File: src/sv/cfs_pkg.sv
// shared types and codes for the cholesky factor and solve block
// no dependencies; imported by the controller, datapath and top level
`default_nettype none
package cfs_pkg;

   typedef enum logic [1:0] {
      OP_WR_MATRIX = 2'd0,
      OP_WR_VECTOR = 2'd1,
      OP_FACTOR    = 2'd2,
      OP_SOLVE     = 2'd3
   } op_type;

   typedef enum logic [1:0] {
      WS_REQ  = 2'd0,
      WS_DIV  = 2'd1,
      WS_SQRT = 2'd2
   } wsel_type;

   localparam int unsigned SIZE_W = 5;
   localparam logic [SIZE_W-1:0] SIZE_RESET = 5'd16;

   typedef struct packed {
      logic     m_we;
      logic     v_we;
      wsel_type wsel;
      logic     load_a;
      logic     mul;
      logic     mul_vec;
      logic     acc_init;
      logic     init_vec;
      logic     acc_sub;
      logic     div_start;
      logic     sqrt_start;
      logic     out_load;
      logic     out_status;
      logic     out_fail;
      logic     out_last;
   } ctl_type;

   typedef struct packed {
      logic acc_nonpos;
      logic div_done;
      logic sqrt_done;
      logic out_free;
   } stat_type;

endpackage
`default_nettype wire

File: src/sv/cfs_controller.sv
// sequencer for element writes, factoring and the two substitution passes
// uses cfs_pkg; drives the datapath by command and status structs
`default_nettype none
module cfs_controller #(
   parameter int MAX_N = 16,
   parameter int AW = 8,
   parameter int IDX_W = 4,
   parameter int CW = 5
) (
   input  wire logic             clock,
   input  wire logic             reset,
   input  wire logic [4:0]       matrix_size,
   input  wire logic             req_valid,
   output logic                  req_ready,
   input  wire logic [1:0]       req_op,
   input  wire logic [3:0]       req_row,
   input  wire logic [3:0]       req_col,
   input  wire cfs_pkg::stat_type stat,
   output cfs_pkg::ctl_type      ctl,
   output logic [AW-1:0]         m_addr,
   output logic [IDX_W-1:0]      v_addr,
   output logic [3:0]            out_index
);
   import cfs_pkg::*;

   typedef enum logic [3:0] {
      ST_IDLE, ST_INIT, ST_INIT_LD, ST_RD_A, ST_RD_B, ST_MUL, ST_ACC, ST_CHECK,
      ST_DRD, ST_DLD, ST_DIV_WAIT, ST_SQRT_WAIT, ST_STATUS, ST_OUT_RD, ST_OUT_LD
   } state_type;

   typedef enum logic [1:0] {MD_FACTOR, MD_FWD, MD_BACK} mode_type;

   state_type        state_ff, state_in;
   mode_type         mode_ff, mode_in;
   logic [IDX_W-1:0] i_ff, i_in, j_ff, j_in, k_ff, k_in;
   logic [CW-1:0]    n_ff, n_in, act_n;
   logic             fail_ff, fail_in;
   logic             last_i, inner_empty, inner_last, solving;
   op_type           op;

   function automatic logic [AW-1:0] maddr(input logic [IDX_W-1:0] r,
                                           input logic [IDX_W-1:0] c);
      maddr = AW'(int'(r) * MAX_N + int'(c));
   endfunction

   assign op      = op_type'(req_op);
   assign solving = mode_ff != MD_FACTOR;
   assign last_i  = (CW'(i_ff) + CW'(1)) == n_ff;

   always_comb begin
      if (matrix_size == '0) act_n = CW'(1);
      else if (int'(matrix_size) > MAX_N) act_n = CW'(MAX_N);
      else act_n = CW'(matrix_size);
   end

   always_comb begin
      case (mode_ff)
         MD_FACTOR: begin
            inner_empty = j_ff == '0;
            inner_last  = (k_ff + IDX_W'(1)) == j_ff;
         end
         MD_FWD: begin
            inner_empty = i_ff == '0;
            inner_last  = (k_ff + IDX_W'(1)) == i_ff;
         end
         default: begin
            inner_empty = last_i;
            inner_last  = (CW'(k_ff) + CW'(1)) == n_ff;
         end
      endcase
   end

   always_comb begin
      state_in  = state_ff;
      mode_in   = mode_ff;
      i_in      = i_ff;
      j_in      = j_ff;
      k_in      = k_ff;
      n_in      = n_ff;
      fail_in   = fail_ff;
      ctl       = '0;
      m_addr    = '0;
      v_addr    = i_ff;
      out_index = 4'(i_ff);
      req_ready = 1'b0;
      case (state_ff)
         ST_IDLE: begin
            req_ready = 1'b1;
            m_addr    = maddr(IDX_W'(req_row), IDX_W'(req_col));
            v_addr    = IDX_W'(req_row);
            ctl.wsel  = WS_REQ;
            if (req_valid) begin
               case (op)
                  OP_WR_MATRIX:
                     ctl.m_we = (int'(req_row) < MAX_N) && (int'(req_col) < MAX_N);
                  OP_WR_VECTOR:
                     ctl.v_we = int'(req_row) < MAX_N;
                  OP_FACTOR: begin
                     mode_in  = MD_FACTOR;
                     i_in     = '0;
                     j_in     = '0;
                     n_in     = act_n;
                     fail_in  = 1'b0;
                     state_in = ST_INIT;
                  end
                  default: begin
                     mode_in  = MD_FWD;
                     i_in     = '0;
                     n_in     = act_n;
                     state_in = ST_INIT;
                  end
               endcase
            end
         end
         ST_INIT: begin
            m_addr   = maddr(i_ff, j_ff);
            state_in = ST_INIT_LD;
         end
         ST_INIT_LD: begin
            m_addr       = maddr(i_ff, j_ff);
            ctl.acc_init = 1'b1;
            ctl.init_vec = solving;
            k_in         = (mode_ff == MD_BACK) ? i_ff + IDX_W'(1) : '0;
            state_in     = inner_empty ? ST_CHECK : ST_RD_A;
         end
         ST_RD_A: begin
            m_addr   = (mode_ff == MD_BACK) ? maddr(k_ff, i_ff) : maddr(i_ff, k_ff);
            v_addr   = k_ff;
            state_in = ST_RD_B;
         end
         ST_RD_B, ST_MUL: begin
            case (mode_ff)
               MD_FACTOR: m_addr = maddr(j_ff, k_ff);
               MD_FWD:    m_addr = maddr(i_ff, k_ff);
               default:   m_addr = maddr(k_ff, i_ff);
            endcase
            v_addr = k_ff;
            if (state_ff == ST_RD_B) begin
               ctl.load_a = 1'b1;
               state_in   = ST_MUL;
            end else begin
               ctl.mul     = 1'b1;
               ctl.mul_vec = solving;
               state_in    = ST_ACC;
            end
         end
         ST_ACC: begin
            ctl.acc_sub = 1'b1;
            k_in        = k_ff + IDX_W'(1);
            state_in    = inner_last ? ST_CHECK : ST_RD_A;
         end
         ST_CHECK: begin
            if (mode_ff == MD_FACTOR && i_ff == j_ff) begin
               if (stat.acc_nonpos) begin
                  fail_in  = 1'b1;
                  state_in = ST_STATUS;
               end else begin
                  ctl.sqrt_start = 1'b1;
                  state_in       = ST_SQRT_WAIT;
               end
            end else begin
               state_in = ST_DRD;
            end
         end
         ST_DRD, ST_DLD: begin
            m_addr = solving ? maddr(i_ff, i_ff) : maddr(j_ff, j_ff);
            if (state_ff == ST_DLD) begin
               ctl.div_start = 1'b1;
               state_in      = ST_DIV_WAIT;
            end else begin
               state_in = ST_DLD;
            end
         end
         ST_DIV_WAIT, ST_SQRT_WAIT: begin
            m_addr   = maddr(i_ff, j_ff);
            ctl.wsel = (state_ff == ST_DIV_WAIT) ? WS_DIV : WS_SQRT;
            if ((state_ff == ST_DIV_WAIT) ? stat.div_done : stat.sqrt_done) begin
               ctl.m_we = !solving;
               ctl.v_we = solving;
               case (mode_ff)
                  MD_FACTOR: begin
                     if (j_ff == i_ff) begin
                        if (last_i) begin
                           state_in = ST_STATUS;
                        end else begin
                           i_in     = i_ff + IDX_W'(1);
                           j_in     = '0;
                           state_in = ST_INIT;
                        end
                     end else begin
                        j_in     = j_ff + IDX_W'(1);
                        state_in = ST_INIT;
                     end
                  end
                  MD_FWD: begin
                     if (last_i) mode_in = MD_BACK;
                     else i_in = i_ff + IDX_W'(1);
                     state_in = ST_INIT;
                  end
                  default: begin
                     if (i_ff == '0) begin
                        state_in = ST_OUT_RD;
                     end else begin
                        i_in     = i_ff - IDX_W'(1);
                        state_in = ST_INIT;
                     end
                  end
               endcase
            end
         end
         ST_STATUS: begin
            if (stat.out_free) begin
               ctl.out_load   = 1'b1;
               ctl.out_status = 1'b1;
               ctl.out_fail   = fail_ff;
               ctl.out_last   = 1'b1;
               state_in       = ST_IDLE;
            end
         end
         ST_OUT_RD: begin
            state_in = ST_OUT_LD;
         end
         ST_OUT_LD: begin
            if (stat.out_free) begin
               ctl.out_load = 1'b1;
               ctl.out_last = last_i;
               if (last_i) begin
                  state_in = ST_IDLE;
               end else begin
                  i_in     = i_ff + IDX_W'(1);
                  state_in = ST_OUT_RD;
               end
            end
         end
         default: state_in = ST_IDLE;
      endcase
   end

   always_ff @(posedge clock) begin
      if (reset) begin
         state_ff <= ST_IDLE;
         mode_ff  <= MD_FACTOR;
         i_ff     <= '0;
         j_ff     <= '0;
         k_ff     <= '0;
         n_ff     <= CW'(1);
         fail_ff  <= 1'b0;
      end else begin
         state_ff <= state_in;
         mode_ff  <= mode_in;
         i_ff     <= i_in;
         j_ff     <= j_in;
         k_ff     <= k_in;
         n_ff     <= n_in;
         fail_ff  <= fail_in;
      end
   end
endmodule
`default_nettype wire

File: config.mk
export PLATFORM = sky130hd
export DESIGN_NAME = cfs_controller
export DESIGN_NICKNAME = d
export VERILOG_FILES = /design/src/sv/cfs_pkg.sv /design/src/sv/cfs_controller.sv
export SDC_FILE = /design/constraint.sdc
export NUM_CORES = 1
export LEC_CHECK = 0
export ABC_AREA = 1
export BUFFER_PORTS_ARGS = -buffer_cell sky130_fd_sc_hd__buf_4
export CAP_MARGIN = 10
export CORE_ASPECT_RATIO = 0.75
export CORE_MARGIN = 3
export CORE_UTILIZATION = 60
export DETAILED_ROUTE_END_ITERATION = 12
export PLACE_DENSITY = 0.95
export SYNTH_ARGS = -nofsm -noshare
export SYNTH_HDL_FRONTEND = slang
export SYNTH_SLANG_ARGS = --single-unit
File: constraint.sdc
create_clock -name clock -period 4.9 [get_ports clock]
set_input_delay 0.735 -clock clock [delete_from_list [all_inputs] [get_ports clock]]
set_output_delay 0.735 -clock clock [all_outputs]
set_load 0.05 [all_outputs]
# Yosys cells after proc, flatten, opt, wreduce, memory -nomap -nowiden

Cells that the tools add are included.
W data, S select, Z words.

Add/subtract/negate cells: 13
Magnitude comparators: 1
Equality and inequality tests: 38
Multiplexer cells: 79
Bitwise logic cells: 1
Reductions and logical operators: 25

Operator list:

| operator              | number |
|---|---|
| $mux W4               | 24 |
| $add A8 B4 Y8         | 7 |
| $pmux W4 S12          | 1 |
| $pmux W4 S2           | 6 |
| $pmux W8 S5           | 1 |
| $eq A4 B4 Y1 const B  | 7 |
| $mux W2               | 12 |
| $ne A2 B2 Y1 const B  | 10 |
| $mux W1               | 17 |
| $eq A4 B3 Y1 const B  | 4 |
| $eq A4 B4 Y1          | 4 |
| $mux W8               | 2 |
| $pmux W8 S2           | 1 |
| $mux W3               | 5 |
| $add A4 B1 Y4 const B | 3 |
| $logic_not A4 Y1      | 3 |
| $pmux W4 S3           | 1 |
| $reduce_and A6 Y1     | 2 |
| $add A4 B1 Y5 const B | 2 |
| $eq A5 B5 Y1          | 2 |
| $mux W5               | 2 |
| $pmux W1 S2           | 5 |
| $reduce_and A5 Y1     | 2 |
| $eq A4 B2 Y1 const B  | 2 |
| 21 further kinds      | 32 |

Register bits: 24
Input bits: 22
Output and inout port bits: 33
Word-level logic and storage cells: 164

# Logic depth before layout (Yosys ltp)

Gate-level depths: netlist of run 1.

Depth after elaboration: 7
Mapped depth: 15

# Worst setup path after synthesis of run 1

Ideal clock, no wire load.

Path type: input-to-output
Start: input port stat[0] (netlist bit)
End: output port ctl[0] (netlist bit)
Arrival: 3,130 ps
Required time: 4,165 ps
Slack: 1,035 ps
Stages: 3
Path through: inv_1 nor3_1 a21boi_0

RTL lines:

| item        | line                 | text |
|---|---|---|
| from (decl) | cfs_controller.sv:18 | `input wire cfs_pkg::stat_type stat,` |
| to (decl)   | cfs_controller.sv:19 | `output cfs_pkg::ctl_type ctl,` |

==> results of run 1 <==
-- worst min path at each step --
| stage | cells after the start | slack (ps) | from | to |
|---|---|---|---|---|
| after floorplan | 2 | 440 | fail_ff$_SDFFE_PP0P_ | fail_ff$_SDFFE_PP0P_ |
| after global placement | 2 | 450 | fail_ff$_SDFFE_PP0P_ | fail_ff$_SDFFE_PP0P_ |
| after detailed placement | 2 | 460 | fail_ff$_SDFFE_PP0P_ | fail_ff$_SDFFE_PP0P_ |
| after CTS | 2 | 470 | fail_ff$_SDFFE_PP0P_ | fail_ff$_SDFFE_PP0P_ |
| after global routing | 2 | 500 | fail_ff$_SDFFE_PP0P_ | fail_ff$_SDFFE_PP0P_ |
| final | 2 | 480 | fail_ff$_SDFFE_PP0P_ | fail_ff$_SDFFE_PP0P_ |
-- critical path, delay by kind of cell, from the launching register on --
kind                       cells  cell delay, ps
adders and majority gates      1             400
xor gates and xnor gates       1             170
buffers and inverters          2             400
AOI/OAI and AO/OA              1             220
and+or+nand+nor                3             480
DFF                            1             800
-- cells by family after synthesis --
| family | Yosys count | share of synthesized area, % |
|---|---|---|
| AO/OA/AOI/OAI | 93 | 21.8 |
| XOR/XNOR | 4 | 1.56 |
| adder cells (fa/ha/maj) | 6 | 2.76 |
| buffers and inverters | 79 | 12.7 |
| flip-flops | 24 | 17.6 |
| AND/OR/NAND/NOR | 263 | 43.5 |
-- power groups by stage --
stage	Combinational (mW)	Sequential, mW	Clock (mW)
after detailed placement	1.37	0.369	0
after floorplan	1.09	0.317	0
final	1.41	0.375	0.194
after global placement	1.35	0.366	0
after global routing	1.53	0.379	0.198
after CTS	1.38	0.363	0.189
-- cells in the mapped netlist (3+ instances only) --
master,count
buf_6,4
nand2_4,3
nor3_1,9
a221oi_1,5
nand4_1,15
nand3_1,23
ha_1,6
nand2_2,8
a21oi_1,28
nor2_4,5
o21ai_2,3
o211ai_1,11
inv_1,48
clkbuf_1,5
dfxtp_1,24
buf_4,4
nor2_2,9
o21ai_1,6
o21ai_0,15
a31oi_1,9
nand2_1,141
nor2_1,48
inv_2,15
-- flip-flops by register name (all words and copies together) (netlist names) --
register	flops
fail_ff	1
j_ff	4
k_ff	4
mode_ff	2
n_ff	5
out_index	4
state_ff	4
-- routing by layer --
layer	up-vias	routed length, microns	GRT usage, %
met5	-	0	0
li1	1639	-	-
met3	35	1600	10.2
met2	313	4190	56.9
met4	0	268	11.8
met1	1610	4090	52.0
-- through the flow --
step	worst slack, ps	cell area (sq um)	hold slack (ps)	utilization [%]
floorplan	1040	2720	439	-
global placement	1910	3090	450	73.6
detailed placement	1800	3090	459	73.6
CTS	1480	3170	474	75.3
global route	1260	3170	499	75.3
finish	1400	3170	476	75.3
-- layout make-up --
| type | count | area share, % |
|---|---|---|
| multi-input combinational | 366 | 59.9 |
| timing repair buffer | 54 | 12.8 |
| inverter | 64 | 7.67 |
| clock buffer | 3 | 1.30 |
| sequential | 24 | 15.2 |
| clock inverter | 1 | 0.949 |
| tap | 55 | 2.17 |
==> run metrics, run 1 <==
Crit Path Class=reg -> out; Comb power frac=71.3%; Detail Placement HPWL=7810 microns; Layout Cells excl Fill=567; maximum VDD drop=0.000386 V; setup TNS=0 ps; post-CTS setup buffers=0; Req. time, crit path=4160 ps; CP arrival=2760 ps; Max Freq=0.286 GHz; ys flop type=dfxtp_1; sw frac=61.7%; max-slew headroom at the worst pin=46.5%; sequential share of power=18.9%; DRT iter0 DRCs=732; Hold Crit Class=reg -> reg; area occupied by multi-input gates=1900 sq um; syn_nets=497; clock latency on the worst-skew pair=290 ps; Slew Viols, Final=0; Power Dens Cells=626 nW/um^2; total core area=4200 sq um; fraction of layout instances using a drive strength above 1=21.1%; DRT Wirelength=10,100 microns; cts hold-fix bufs=0; Setup crit end kind=primary output; Core Rows=20; RR Startpoint=out_index[0]$_SDFFE_PP0P_; FILL cells=370; final hold violations=0; total grt overflow=0; routed via count=3,597; startpoint types=register; synthesized instance count=469; period utilization=71.3%; antenna viol nets, final=0; Synth area leaders=nand2_1 19%, dfxtp_1 18%, inv_1 6.6%; Mapped Avg Cell Area=5.81 sq um; outcome=completed; post-CTS resize count=0; Leak=1.56 nW; worst slew pin tran=801 ps; Worst Skew=13.1 ps; internal power=759 uW; clk buf depth=2; IO Pins=55; Area Growth Syn to Fin=16.2%; PortBufs=54; R2R Setup Slk=2130 ps; Root Driver=clkbuf_8; drt pass-1 iters=7; Vias per Instance=6.34; CTS tree=done; Synth Cell Area=2720 sq um; chain of cells forming the critical path=inv_2 -> ha_1 -> xnor2_1 -> nand3_1 -> nor2_2 -> nand2_2 -> a21boi_0 -> buf_4; Seq/Total Area, Yosys=17.6%; die height=64.4 microns; Worst-path clk slew=100 ps; crit path capture=ctl[0]; CP max-delay cell=dfxtp_1; Seq cells post-synth=24; Inst Count DP=563; P_sw=1.22 mW; DR DRC count=0; Yosys cell types=42; CTS Buf Count=3; largest net degree at the start of global routing=22; number of max-cap violations=0; commonest non-fill, non-tap cell in the layout=nand2_1; clk sinks=24; Die X=83.8 microns; CP Max Fanout=17; unrepaired setup endpoints after global routing=no; Reg2Reg Depth=10; sequential cell area=480 sq um; total power draw=1.98 mW; setup violators final=0; area share of the largest cell type after synthesis=19.4%; Final Wtd Congestion=1.07; initial antenna violation count=0; area leader, netlist=nand2_1; die area=5390 sq um; Post-layout nets=541; starting density of the core=64.8%; Clk pwr share=9.8%; Synth Warn #=0; vias in the first global route=3,266; total global-route track usage=37.6%; commonest cells after routing, fill and taps aside=141 x nand2_1, 54 x buf_4, 48 x nor2_1, 48 x inv_1, 28 x a21oi_1; antenna diode count=0; Worst R2R End=out_index[3]$_SDFFE_PP0P_; asr flop ratio synth=0%; first-pass GRT wire length=16,300 microns; WL per Instance=17.9 microns; Worst Setup SP=out_index[0]$_SDFFE_PP0P_; max incr delay on CP=800 ps; Final min period=3500 ps; Post-synth EDFFs=0; htree depth=1
(Power assumes the default switching activity.)
==> run 2, diff against run 1 <==
Settings changed: CORE_UTILIZATION 60 to 51, PLACE_DENSITY 0.95 to 0.87.
Clock period 4.9 ns to 3.1 ns, I/O delays scaled along.
==> run 2 against run 1 <==
  * Combinational power grew 61%
  * Sequential power grew 49%
  * Utilization shrank 11 points
  * Register-to-register slack lost 1400 ps
  * Count of clock-buffer cells in the layout is the same
==> run metrics, run 2 (synthesis results as in run 1) <==
outcome=completed (unchanged); max-slew headroom at the worst pin=51.4% (was 46.5%); startpoint types=register (unchanged); Area Growth Syn to Fin=18.1% (was 16.2%); Clk pwr share=9.4% (was 9.8%); area occupied by multi-input gates=1900 sq um (unchanged); Worst-path clk slew=90 ps (was 100 ps); Power Dens Cells=969 nW/um^2 (was 626 nW/um^2); Detail Placement HPWL=7920 microns (was 7810 microns); Root Driver=clkbuf_8 (unchanged); sequential share of power=17.9% (was 18.9%); CTS tree=done (unchanged); CP arrival=2410 ps (was 2760 ps); post-placement cell area=3150 sq um (was 3090 sq um); Hold Crit Class=in -> reg (was reg -> reg); Worst Skew=13.0 ps (was 13.1 ps); hold_sp=matrix_size[4] (was fail_ff$_SDFFE_PP0P_); initial antenna violation count=0 (unchanged); sequential cell area=482 sq um (was 480 sq um); Crit Path Class=reg -> out (unchanged); sw frac=61.0% (was 61.7%); routed wl met3=1330 microns (was 1600 microns); clock latency on the worst-skew pair=280 ps (was 290 ps); maximum VDD drop=0.000416 V (was 0.000386 V); unrepaired setup endpoints after global routing=no (unchanged); antenna diode count=0 (unchanged); Vias per Instance=5.90 (was 6.34); P_sw=1.90 mW (was 1.22 mW); DR DRC count=0 (unchanged); Design Area, Final=3220 sq um (was 3170 sq um); worst slew pin tran=727 ps (was 801 ps); antenna viol nets, final=0 (unchanged); RR Startpoint=out_index[0]$_SDFFE_PP0P_ (unchanged); final hold violations=0 (unchanged); DRT iter0 DRCs=499 (was 732); commonest cells after routing, fill and taps aside=141 x nand2_1, 58 x buf_4, 48 x nor2_1, 48 x inv_1, 28 x a21oi_1 (was 141 x nand2_1, 54 x buf_4, 48 x nor2_1, 48 x inv_1, 28 x a21oi_1); routed length on met1=4380 microns (was 4090 microns); Comb power frac=72.7% (was 71.3%); internal power=1.22 mW (was 759 uW); Max Freq=0.348 GHz; total core area=5010 sq um (was 4200 sq um); total grt overflow=0 (unchanged); largest register by flop count=n_ff (unchanged); setup violators final=0 (unchanged); metal2 WL=4070 microns (was 4190 microns); Setup crit end kind=primary output (unchanged); starting density of the core=54.4% (was 64.8%); Top Layer Used=met4 (unchanged); CP Max Fanout=11 (was 17); post-CTS setup buffers=0 (unchanged); Layout Cells excl Fill=588 (was 567); number of max-cap violations=0 (unchanged); max reg flops=5 (unchanged); vias in the first global route=3,011 (was 3,266); Worst Setup SP=out_index[0]$_SDFFE_PP0P_ (unchanged); fraction of layout instances using a drive strength above 1=21.9% (was 21.1%); WL per Instance=17.0 microns (was 17.9 microns); commonest non-fill, non-tap cell in the layout=nand2_1 (unchanged); Core Rows=22 (was 20); Final min period=2870 ps; Leak=1.58 nW (was 1.56 nW); CP max-delay cell=dfxtp_1 (unchanged); chain of cells forming the critical path=buf_4 -> ha_1 -> inv_1 -> nand2_4 -> nand2_1 -> nand2_1 -> nand3_1 -> nor2_2 -> nand2_2 -> a21boi_1 -> buf_4 (was inv_2 -> ha_1 -> xnor2_1 -> nand3_1 -> nor2_2 -> nand2_2 -> a21boi_0 -> buf_4); htree depth=1 (unchanged); period utilization=92.7%; die height=69.3 microns (was 64.4 microns); largest net degree at the start of global routing=21 (was 22); Inst Count DP=584 (was 563); FILL cells=525 (was 370); max incr delay on CP=510 ps (was 800 ps); total global-route track usage=31.1% (was 37.6%); Req. time, crit path=2630 ps (was 4160 ps); Slew Viols, Final=0 (unchanged); die area=6260 sq um (was 5390 sq um); clk sinks=24 (unchanged); setup TNS=0 ps (unchanged); IO Pins=55 (unchanged); Final Wtd Congestion=0.985 (was 1.07); Post-layout nets=545 (was 541); Final Util=64.2% (was 75.3%); PortBufs=54 (unchanged); clk buf depth=2 (unchanged); first-pass GRT wire length=15,800 microns (was 16,300 microns); Die X=90.4 microns (was 83.8 microns); drt pass-1 iters=5 (was 7); routed via count=3,472 (was 3,597); DRT Wirelength=9990 microns (was 10,100 microns); CTS Buf Count=3 (unchanged)
==> run 2: cell types whose count changed in the layout (fill, tap and decap cells not counted) <==
| cell | delta |
|---|---|
| dfxtp_1 | -1 |
| a21boi_0 | -1 |
| dfxtp_2 | +1 |
| a21boi_1 | +1 |
| buf_4 | +4 |
==> run 2: worst max-delay path: cells and delay by family (launching register included) <==
family / cells / cell delay, ps
fa+ha+maj: 1 / 230
compound gates: 1 / 180
simple gates: 6 / 650
buf+inv: 3 / 560
flops: 1 / 510
==> run 2: cell type report <==
type | count | area share (%)
tap | 72 | 2.80
multi-input combinational | 366 | 58.9
inverter | 64 | 7.54
timing repair buffer | 58 | 13.5
clock buffer | 3 | 1.28
clock inverter | 1 | 0.933
sequential | 24 | 15.0
==> run 2: final timing paths <==
path / to / slack (ps) / depth (start not counted)
max: ctl[0] / 230 / 11
min: n_ff[0]$_SDFFE_PP1P_ / 400 / 2
max reg2reg: state_ff[3]$_SDFFE_PP0P_ / 720 / 15
min reg2reg: fail_ff$_SDFFE_PP0P_ / 510 / 2
==> run 2: power groups by stage <==
stage | clock [mW] | sequential (mW) | combinational, mW
floorplan | 0 | 0.501 | 1.72
global placement | 0 | 0.553 | 2.20
detailed placement | 0 | 0.558 | 2.22
CTS | 0.298 | 0.550 | 2.22
global route | 0.315 | 0.567 | 2.44
finish | 0.294 | 0.558 | 2.27
==> run 2: per-layer routing <==
layer  vias to the layer above  global-route usage [%]
met5                         -                       0
met4                         0                    8.15
met3                        24                    8.68
met2                       245                    43.8
met1                      1558                    46.1
li1                       1645                       -
==> run 2: what timing repair did <==
item,CTS,global route
resized for setup,0,1
hold buffers,0,0
endpoints found under the hold margin,0,0
endpoints found under the setup margin,0,1
==> run 2: metrics by stage <==
| step | setup slack [ps] | power (mW) | hold slack, ps |
|---|---|---|---|
| 6_report | 227 | 3.12 | 402 |
| 5_1_grt | 65.9 | 3.33 | 390 |
| 4_1_cts | 203 | 3.07 | 386 |
| 3_5_place_dp | 526 | 2.77 | 487 |
| 3_3_place_gp | 596 | 2.75 | 457 |
| 2_1_floorplan | 44.1 | 2.22 | 439 |
